[src/rtl/med_pkg.sv]
// ----------------------------------------------------------------------------
// med_pkg
// Widths, codes and constants shared by the MIDI event dispatcher.
// ----------------------------------------------------------------------------
package med_pkg;

   localparam int CHANNELS      = 16;
   localparam int FRACTION_BITS = 16;

   localparam int CH_W    = $clog2(CHANNELS);
   localparam int CMD_W   = 3;
   localparam int DELAY_W = 28;
   localparam int DATA_W  = 8;
   localparam int TEMPO_W = 24;
   localparam int TIME_W  = 64;
   localparam int TICK_W  = 41;
   localparam int TPQ_W   = 16;
   localparam int KIND_W  = 3;
   localparam int BEND_W  = 14;
   localparam int CSR_W   = 64;
   localparam int CSR_IDX_W = 2;

   // tempo divider: dividend is tempo << FRACTION_BITS, divisor is a positive division
   localparam int DIV_W     = TEMPO_W + FRACTION_BITS;
   localparam int DIV_CNT_W = $clog2(DIV_W);
   localparam int REM_W     = TPQ_W - 1;

   localparam logic [TIME_W-1:0] TICK_MAX = TIME_W'((64'd1 << TICK_W) - 64'd1);

   // register indexes
   localparam logic [CSR_IDX_W-1:0] CSR_TICKS_PER_QUARTER = 2'd0;
   localparam logic [CSR_IDX_W-1:0] CSR_TICK_DURATION     = 2'd1;
   localparam logic [CSR_IDX_W-1:0] CSR_START_TIME        = 2'd2;
   localparam logic [CSR_IDX_W-1:0] CSR_SKIPPED_TICKS     = 2'd3;

   localparam logic [TPQ_W-1:0]  TPQ_RESET  = 16'd96;
   localparam logic [TICK_W-1:0] TICK_RESET = 41'd341333333;

   // event commands
   localparam logic [CMD_W-1:0] CMD_NOTE_OFF   = 3'd0;
   localparam logic [CMD_W-1:0] CMD_NOTE_ON    = 3'd1;
   localparam logic [CMD_W-1:0] CMD_CONTROL    = 3'd2;
   localparam logic [CMD_W-1:0] CMD_PROGRAM    = 3'd3;
   localparam logic [CMD_W-1:0] CMD_PITCH_BEND = 3'd4;
   localparam logic [CMD_W-1:0] CMD_SYSTEM     = 3'd5;

   // result kinds
   localparam logic [KIND_W-1:0] KIND_VOLUME   = 3'd0;
   localparam logic [KIND_W-1:0] KIND_PAN      = 3'd1;
   localparam logic [KIND_W-1:0] KIND_REVERB   = 3'd2;
   localparam logic [KIND_W-1:0] KIND_ALL_OFF  = 3'd3;
   localparam logic [KIND_W-1:0] KIND_PROGRAM  = 3'd4;
   localparam logic [KIND_W-1:0] KIND_NOTE_ON  = 3'd5;
   localparam logic [KIND_W-1:0] KIND_NOTE_OFF = 3'd6;
   localparam logic [KIND_W-1:0] KIND_BEND     = 3'd7;

   localparam logic [DATA_W-1:0] CC_VOLUME      = 8'd7;
   localparam logic [DATA_W-1:0] CC_PAN         = 8'd10;
   localparam logic [DATA_W-1:0] CC_REVERB      = 8'd91;
   localparam logic [DATA_W-1:0] CC_ALL_OFF_LO  = 8'd123;
   localparam logic [DATA_W-1:0] CC_ALL_OFF_HI  = 8'd127;
   localparam logic [DATA_W-1:0] PROGRAM_LIMIT  = 8'd128;
   localparam logic [DATA_W-1:0] DRUM_OFFSET    = 8'd128;
   localparam logic [DATA_W-1:0] NOTE_OFF_VELOCITY = 8'd64;
   localparam logic [DATA_W-1:0] META_STATUS    = 8'hFF;
   localparam logic [DATA_W-1:0] META_TEMPO     = 8'h51;
   localparam logic [CH_W-1:0]   DRUM_CHANNEL   = 4'd9;
   localparam logic [BEND_W-1:0] BEND_CENTRE    = 14'd8192;

endpackage

[src/rtl/midi_event_dispatcher_unit.sv]
// Sequence: an accepted item goes to ST_MUL, where the shift-add multiplier takes one step per
// bit of the effective delay (0 to 28 bits); an applied tempo event then runs ST_DIV, one
// divider bit per cycle over 40 bits; then ST_EMIT. No new item is taken until the last one
// leaves ST_EMIT; a held result stalls the next item.
// Reset (synchronous, active high) restores state, timing and valid registers to defaults and clears
// the program table; datapath and payload registers are not reset. The block is ready as soon as reset falls.
// ----------------------------------------------------------------------------
// midi_event_dispatcher_unit
// Decodes MIDI track events, keeps a fixed-point event clock via a shift-add
// multiplier and recomputes the tick length on tempo events via a serial divider.
// ----------------------------------------------------------------------------
module midi_event_dispatcher_unit
   import med_pkg::*;
(
   input  logic                     clock,
   input  logic                     reset,

   input  logic                     csr_we,
   input  logic [CSR_IDX_W-1:0]     csr_index,
   input  logic [CSR_W-1:0]         csr_wdata,

   input  logic                     req_valid,
   output logic                     req_ready,
   input  logic [CMD_W-1:0]         req_cmd,
   input  logic [DELAY_W-1:0]       req_delay_ticks,
   input  logic [CH_W-1:0]          req_channel_number,
   input  logic [DATA_W-1:0]        req_first_data,
   input  logic [DATA_W-1:0]        req_second_data,
   input  logic [DATA_W-1:0]        req_status_byte,
   input  logic [TEMPO_W-1:0]       req_tempo_value,

   output logic                     rsp_valid,
   input  logic                     rsp_ready,
   output logic [KIND_W-1:0]        rsp_event_kind,
   output logic [TIME_W-1:0]        rsp_event_time,
   output logic [CH_W-1:0]          rsp_out_channel,
   output logic [DATA_W-1:0]        rsp_note_key,
   output logic [DATA_W-1:0]        rsp_amount,
   output logic [DATA_W-1:0]        rsp_note_program,
   output logic signed [BEND_W-1:0] rsp_bend_amount
);

   localparam logic [1:0] ST_IDLE = 2'd0;
   localparam logic [1:0] ST_MUL  = 2'd1;
   localparam logic [1:0] ST_DIV  = 2'd2;
   localparam logic [1:0] ST_EMIT = 2'd3;

   logic [1:0]            state_ff, state_in;
   logic [TPQ_W-1:0]      tpq_ff, tpq_in;
   logic [TICK_W-1:0]     tick_ff, tick_in;
   logic [TIME_W-1:0]     clock_ff, clock_in;
   logic [DELAY_W-1:0]    skip_ff, skip_in;
   logic [TIME_W-1:0]     mcand_ff, mcand_in;
   logic [DELAY_W-1:0]    mplier_ff, mplier_in;
   logic [DIV_W-1:0]      quo_ff, quo_in;
   logic [REM_W-1:0]      rem_ff, rem_in;
   logic [DIV_CNT_W-1:0]  cnt_ff, cnt_in;
   logic [DATA_W-1:0]     prog_ff [CHANNELS];
   logic                  prog_we;
   logic                  rsp_valid_ff, rsp_valid_in;

   // latched item
   logic [CMD_W-1:0]      cmd_ff;
   logic [CH_W-1:0]       ch_ff;
   logic [DATA_W-1:0]     d0_ff, d1_ff, status_ff;
   logic [TEMPO_W-1:0]    tempo_ff;

   logic [KIND_W-1:0]     kind_ff;
   logic [TIME_W-1:0]     time_ff;
   logic [CH_W-1:0]       och_ff;
   logic [DATA_W-1:0]     key_ff, amt_ff, nprog_ff;
   logic [BEND_W-1:0]     bend_ff;

   logic                  accept;
   logic                  tempo_hit;
   logic [REM_W:0]        trial;
   logic [REM_W:0]        diff;
   logic                  ge;
   logic [TIME_W-1:0]     quo_wide;
   logic                  out_free;

   logic                  has_res;
   logic [KIND_W-1:0]     kind_c;
   logic [DATA_W-1:0]     key_c, amt_c, nprog_c;
   logic [BEND_W-1:0]     bend_c;
   logic [BEND_W-1:0]     bend_cat;

   assign accept    = req_valid && req_ready;
   assign req_ready = (state_ff == ST_IDLE) && !reset;
   assign out_free  = !rsp_valid_ff || rsp_ready;

   assign tempo_hit = (cmd_ff == CMD_SYSTEM) && (status_ff == META_STATUS)
                      && (d0_ff == META_TEMPO) && !tpq_ff[TPQ_W-1] && (tpq_ff != '0);

   // restoring divider step, one quotient bit per cycle
   assign trial    = {rem_ff, quo_ff[DIV_W-1]};
   assign ge       = trial >= {1'b0, tpq_ff[REM_W-1:0]};
   assign diff     = trial - {1'b0, tpq_ff[REM_W-1:0]};
   assign quo_wide = TIME_W'(quo_in);

   // high data bits are ORed in unmasked; only the low 14 bits survive
   assign bend_cat = {d1_ff[BEND_W-8:0], 7'b0} | {6'b0, d0_ff};

   // result decode
   always_comb begin
      has_res = 1'b0;
      kind_c  = KIND_VOLUME;
      key_c   = '0;
      amt_c   = '0;
      nprog_c = '0;
      bend_c  = '0;
      prog_we = 1'b0;
      unique case (cmd_ff)
         CMD_NOTE_OFF: begin
            has_res = 1'b1;
            kind_c  = KIND_NOTE_OFF;
            key_c   = d0_ff;
            amt_c   = d1_ff;
         end
         CMD_NOTE_ON: begin
            has_res = 1'b1;
            key_c   = d0_ff;
            if (d1_ff != '0) begin
               kind_c  = KIND_NOTE_ON;
               amt_c   = d1_ff;
               nprog_c = (ch_ff == DRUM_CHANNEL) ? d0_ff + DRUM_OFFSET : prog_ff[ch_ff];
            end else begin
               kind_c = KIND_NOTE_OFF;
               amt_c  = NOTE_OFF_VELOCITY;
            end
         end
         CMD_CONTROL: begin
            amt_c = d1_ff;
            if (d0_ff == CC_VOLUME) begin
               has_res = 1'b1;
               kind_c  = KIND_VOLUME;
            end else if (d0_ff == CC_PAN) begin
               has_res = 1'b1;
               kind_c  = KIND_PAN;
            end else if (d0_ff == CC_REVERB) begin
               has_res = 1'b1;
               kind_c  = KIND_REVERB;
            end else if (d0_ff >= CC_ALL_OFF_LO && d0_ff <= CC_ALL_OFF_HI) begin
               has_res = 1'b1;
               kind_c  = KIND_ALL_OFF;
               amt_c   = '0;
            end
         end
         CMD_PROGRAM: begin
            kind_c = KIND_PROGRAM;
            amt_c  = d0_ff;
            if (d0_ff < PROGRAM_LIMIT) begin
               has_res = 1'b1;
               prog_we = 1'b1;
            end
         end
         CMD_PITCH_BEND: begin
            has_res = 1'b1;
            kind_c  = KIND_BEND;
            bend_c  = bend_cat - BEND_CENTRE;
         end
         default: begin
            has_res = 1'b0;
         end
      endcase
   end

   // sequencer and next state
   always_comb begin
      state_in     = state_ff;
      tpq_in       = tpq_ff;
      tick_in      = tick_ff;
      clock_in     = clock_ff;
      skip_in      = skip_ff;
      mcand_in     = mcand_ff;
      mplier_in    = mplier_ff;
      quo_in       = quo_ff;
      rem_in       = rem_ff;
      cnt_in       = cnt_ff;
      rsp_valid_in = rsp_valid_ff && !rsp_ready;

      unique case (state_ff)
         ST_IDLE: begin
            if (accept) begin
               // consume skipped ticks before any time passes
               if (req_delay_ticks > skip_ff) begin
                  mplier_in = req_delay_ticks - skip_ff;
                  skip_in   = '0;
               end else begin
                  mplier_in = '0;
                  skip_in   = skip_ff - req_delay_ticks;
               end
               mcand_in = TIME_W'(tick_ff);
               state_in = ST_MUL;
            end
         end
         ST_MUL: begin
            if (mplier_ff == '0) begin
               quo_in = DIV_W'(tempo_ff) << FRACTION_BITS;
               rem_in = '0;
               cnt_in = '0;
               state_in = tempo_hit ? ST_DIV : ST_EMIT;
            end else begin
               if (mplier_ff[0]) begin
                  clock_in = clock_ff + mcand_ff;
               end
               mcand_in  = mcand_ff << 1;
               mplier_in = mplier_ff >> 1;
            end
         end
         ST_DIV: begin
            rem_in = ge ? diff[REM_W-1:0] : trial[REM_W-1:0];
            quo_in = {quo_ff[DIV_W-2:0], ge};
            cnt_in = cnt_ff + 1'b1;
            if (cnt_ff == DIV_CNT_W'(DIV_W - 1)) begin
               tick_in  = (quo_wide > TICK_MAX) ? TICK_MAX[TICK_W-1:0] : quo_wide[TICK_W-1:0];
               state_in = ST_EMIT;
            end
         end
         ST_EMIT: begin
            // hold until the output register is free
            if (out_free) begin
               rsp_valid_in = has_res;
               state_in     = ST_IDLE;
            end
         end
         default: begin
            state_in = ST_IDLE;
         end
      endcase

      if (csr_we) begin
         unique case (csr_index)
            CSR_TICKS_PER_QUARTER: tpq_in   = csr_wdata[TPQ_W-1:0];
            CSR_TICK_DURATION:     tick_in  = csr_wdata[TICK_W-1:0];
            CSR_START_TIME:        clock_in = csr_wdata[TIME_W-1:0];
            CSR_SKIPPED_TICKS:     skip_in  = csr_wdata[DELAY_W-1:0];
            default:               tpq_in   = tpq_ff;
         endcase
      end
   end

   always_ff @(posedge clock) begin
      if (reset) begin
         state_ff     <= ST_IDLE;
         tpq_ff       <= TPQ_RESET;
         tick_ff      <= TICK_RESET;
         clock_ff     <= '0;
         skip_ff      <= '0;
         rsp_valid_ff <= 1'b0;
         for (int i = 0; i < CHANNELS; i++) begin
            prog_ff[i] <= '0;
         end
      end else begin
         state_ff     <= state_in;
         tpq_ff       <= tpq_in;
         tick_ff      <= tick_in;
         clock_ff     <= clock_in;
         skip_ff      <= skip_in;
         rsp_valid_ff <= rsp_valid_in;
         if (state_ff == ST_EMIT && out_free && prog_we) begin
            prog_ff[ch_ff] <= d0_ff;
         end
      end
   end

   // datapath and payload registers
   always_ff @(posedge clock) begin
      mcand_ff  <= mcand_in;
      mplier_ff <= mplier_in;
      quo_ff    <= quo_in;
      rem_ff    <= rem_in;
      cnt_ff    <= cnt_in;
      if (accept) begin
         cmd_ff    <= req_cmd;
         ch_ff     <= req_channel_number;
         d0_ff     <= req_first_data;
         d1_ff     <= req_second_data;
         status_ff <= req_status_byte;
         tempo_ff  <= req_tempo_value;
      end
      if (state_ff == ST_EMIT && out_free) begin
         kind_ff  <= kind_c;
         time_ff  <= clock_ff;
         och_ff   <= ch_ff;
         key_ff   <= key_c;
         amt_ff   <= amt_c;
         nprog_ff <= nprog_c;
         bend_ff  <= bend_c;
      end
   end

   assign rsp_valid        = rsp_valid_ff;
   assign rsp_event_kind   = kind_ff;
   assign rsp_event_time   = time_ff;
   assign rsp_out_channel  = och_ff;
   assign rsp_note_key     = key_ff;
   assign rsp_amount       = amt_ff;
   assign rsp_note_program = nprog_ff;
   assign rsp_bend_amount  = $signed(bend_ff);

   a_busy_after_transfer: assert property (@(posedge clock) disable iff (reset)
      accept |=> !req_ready)
      else $error("input taken while an item is in progress");

   a_rem_below_divisor: assert property (@(posedge clock) disable iff (reset)
      (state_ff == ST_DIV) |-> (rem_ff < tpq_ff[REM_W-1:0]))
      else $error("divider remainder not below divisor");

   a_skip_means_no_time: assert property (@(posedge clock) disable iff (reset)
      (state_ff == ST_MUL && skip_ff != '0) |-> (mplier_ff == '0))
      else $error("time advanced while skipped ticks remain");

   a_div_only_on_tempo: assert property (@(posedge clock) disable iff (reset)
      (state_ff == ST_DIV) |-> tempo_hit)
      else $error("divider running for a non-tempo event");

endmodule

[config.mk]
export PLATFORM = sky130hd
export DESIGN_NAME = midi_event_dispatcher_unit
export DESIGN_NICKNAME = d
export VERILOG_FILES = /design/src/rtl/med_pkg.sv /design/src/rtl/midi_event_dispatcher_unit.sv
export SDC_FILE = /design/constraint.sdc
export NUM_CORES = 1
export LEC_CHECK = 0
export ABC_CLOCK_PERIOD_IN_PS = 13300
export BUFFER_PORTS_ARGS = -buffer_cell sky130_fd_sc_hd__buf_2
export CAP_MARGIN = 25
export CORE_UTILIZATION = 45
export CTS_CLUSTER_DIAMETER = 100
export DETAILED_ROUTE_END_ITERATION = 10
export PLACE_DENSITY_LB_ADDON = 0.12
export SYNTH_ARGS = -nofsm -noshare
export SYNTH_HDL_FRONTEND = slang
export SYNTH_SLANG_ARGS = --single-unit
[constraint.sdc]
create_clock -name clock -period 13.3 [get_ports clock]
set_clock_uncertainty 0.15 [all_clocks]
set_input_delay 2.66 -clock clock [delete_from_list [all_inputs] [get_ports clock]]
set_output_delay 2.66 -clock clock [all_outputs]
set_load 0.02 [all_outputs]
==> results.toml <==
[sta]
slew_headroom_pct = 26.7
finalSetupTns_ns = 0
finalSetupViolations = 0
rsz0062_at_grt = "false"
drv_slew = 0
tightest_slew_ns = 1.10
final.setup.worst_slack_ns = 6.98
period_share_pct = 47.5
finalCriticalPeriod_ns = 6.32
hold_viol = 0
fmax_mhz = 158

[global_routing]
antenna_found_initial = 3
grt_max_degree = 85
grt_overflow = 0
grt_usage_pct = 25.9
grt_pass1_wl_mm = 141
grt_pass1_vias = 23991

[synthesis]
synth-edff-count = 405
yosys.area.top_type = "edfxtp_1"
yosysWarningCount = 0
synth-main-ff-cell = "edfxtp_1"
synth_area_um2 = 31600
yosysUniqueCellTypes = 88
synthCells = 3066
syn_area_per_cell_um2 = 10.3
async_flop_share_pct = 0
ys_ff_latch = 601
synth_top_area_share_pct = 38.5
synthTopCellsByArea = "edfxtp_1 (38%), dfxtp_1 (12%), ha_1 (5.5%)"
yosysSeqAreaShare_pct = 50.9

[worst_hold_path]
holdCritPathClass = "register to register"
worstHoldStart = "clock_ff[29]"

[critical_path]
crit_path_end_kind = "primary output"
reg2reg_depth = 12
cp.required_ns = 10.49
rr_endpoint = "mplier_ff[24]"
cp.arrival_ns = 3.51
critPathMaxFanout = 42
rrSetupSlack_ns = 9.04
crit_type = "input port to primary output"
start_kind = "input port"
cp-endpoint = "req_ready"
rr_startpoint = "skip_ff[0]"
worstSetupStartpoint = "reset"

[clocking]
holdBufCountCts = 0
cts_setup_buffers = 0
post_cts_resized = 0
cts_buffers = 71
cts.htree.levels = 3
clock_latency_ns = 0.61
clock-sinks = 601
cts.clk_slew.worst_paths_ns = 0.07
cts_tree = "yes"
clockBufferDepth = 3
ctsRootBufferMaster = "clkbuf_16"

[power_and_ir_drop]
vdd_drop_max_mv = 0.0996
p_total_mw = 6.09
cellLeakagePower_nw = 14.2
power.density_nw_per_um2 = 168

[floorplanning]
io_pins = 265
initial_utilization_pct = 45.8
rows = 96
core_um2 = 69100
dieWidth_um = 267
dieHeight_um = 267
die-area_um2 = 71300

[final_layout]
design_area_um2 = 36200
syn_to_final_growth_pct = 14.4
drive_gt1_share_pct = 16.0
stdcell_count = 4254
layout.nets = 3561

[route]
routedWlPerCell_um = 21.9
post-route-drc-count = 0
viasPerCell = 5.83
antenna_left = 0
vias = 24820
first_pass_iters = 8
drtIter0Drc = 2309
routed_wl_mm = 93.3

[placement]
place_area_um2 = 33700
port_buffers = 264
placed_cells = 4115
pre_cts_ws_ns = 6.64
hpwlAfterDp_mm = 67.1
gp_congestion = 0.946

[flow_run]
cap_violations = 0

[status]
status = "finished, final reports clean"
==> cell usage after synthesis (23+ instances only) <==
master    instances
edfxtp_1        405
nand2_1         266
a21oi_1         259
nor2_1          254
dfxtp_1         196
clkbuf_1        165
inv_1           156
o21ai_0         156
and2_1          146
ha_1            138
nor3_1           66
a21o_1           65
xnor2_1          59
a211oi_1         52
nand4_1          43
mux2_2           40
mux4_2           40
xor2_1           37
nand3_1          36
a221oi_1         30
a22o_1           25
o21bai_1         25
nor4_1           23
==> final cells by class <==
type                    count  area (um^2)
repair buffers            305         1670
flip-flops and latches    601        16100
clock inverters            29          377
well taps                 931         1160
clock buffers             100         2000
multi-input cells        2127        14300
fillers                  6221        32900
inverters                 159          597
diodes                      2         5.00
==> worst min-delay path by stage <==
stage / end / slack (ns) / cells after the start
finish: rsp_event_time[29] / 0.31 / 0
global route: rsp_event_time[29] / 0.32 / 0
CTS: rsp_event_time[63] / 0.31 / 0
detailed placement: rsp_event_time[63] / 0.30 / 0
global placement: rsp_event_time[63] / 0.28 / 0
floorplan: rsp_event_time[63] / 0.27 / 0
==> cell usage in the layout, fill, tap and decap left out, types with 43 or more instances in the layout <==
cell type    n
ha_1       137
a211oi_1    52
nor2_1     251
dfxtp_1    195
inv_1      156
nor3_1      66
edfxtp_1   405
xnor2_1     59
nand4_1     43
and2_1     144
a21o_1      65
nand2_1    265
clkbuf_16   72
o21ai_0    156
a21oi_1    259
buf_2      270
==> registers in the layout, indices dropped and copies added (netlist names), 14 cells and up, named ones only <==
| signal | cells |
|---|---|
| tempo_ff | 24 |
| rsp_event_time | 64 |
| quo_ff | 40 |
| tpq_ff | 16 |
| tick_ff | 41 |
| clock_ff | 64 |
| mcand_ff | 64 |
| rsp_bend_amount | 14 |
| mplier_ff | 28 |
| rem_ff | 15 |
| prog_ff | 128 |
| skip_ff | 28 |
==> logic make-up after synthesis <==
family	count (synthesis)	share of synthesized area, %
compound gates	825	17.1
xor+xnor	96	2.66
fa+ha+maj	142	5.71
buf+inv	353	4.30
flops	601	50.9
mux	102	4.97
other cells	1	0.0119
simple gates	946	14.4
==> where the power goes <==
part           switching [mW]  internal (mW)
sequential              0.150           2.27
clock                   0.785           1.21
combinational            1.06          0.626
==> stage by stage <==
step,hold WS [ns],utilization (%)
floorplan,0.267,-
detailed placement,0.299,48.8
finish,0.309,52.4
CTS,0.311,52.3
global placement,0.280,48.8
global route,0.317,52.4
==> worst max-delay path, stage by stage <==
cell	delay, ns
buf_4	0.51
nor2b_1	0.14
buf_2	0.19
==> routing by layer <==
metal	share of wire [%]	GRT usage, %	up-vias
li1	-	-	11638
met1	44	36.1	12106
met2	46	41.4	921
met3	6.7	3.61	153
met4	3.0	8.93	2
met5	0.0097	0	-
Note: power is estimated with default switching activity, not from simulation.
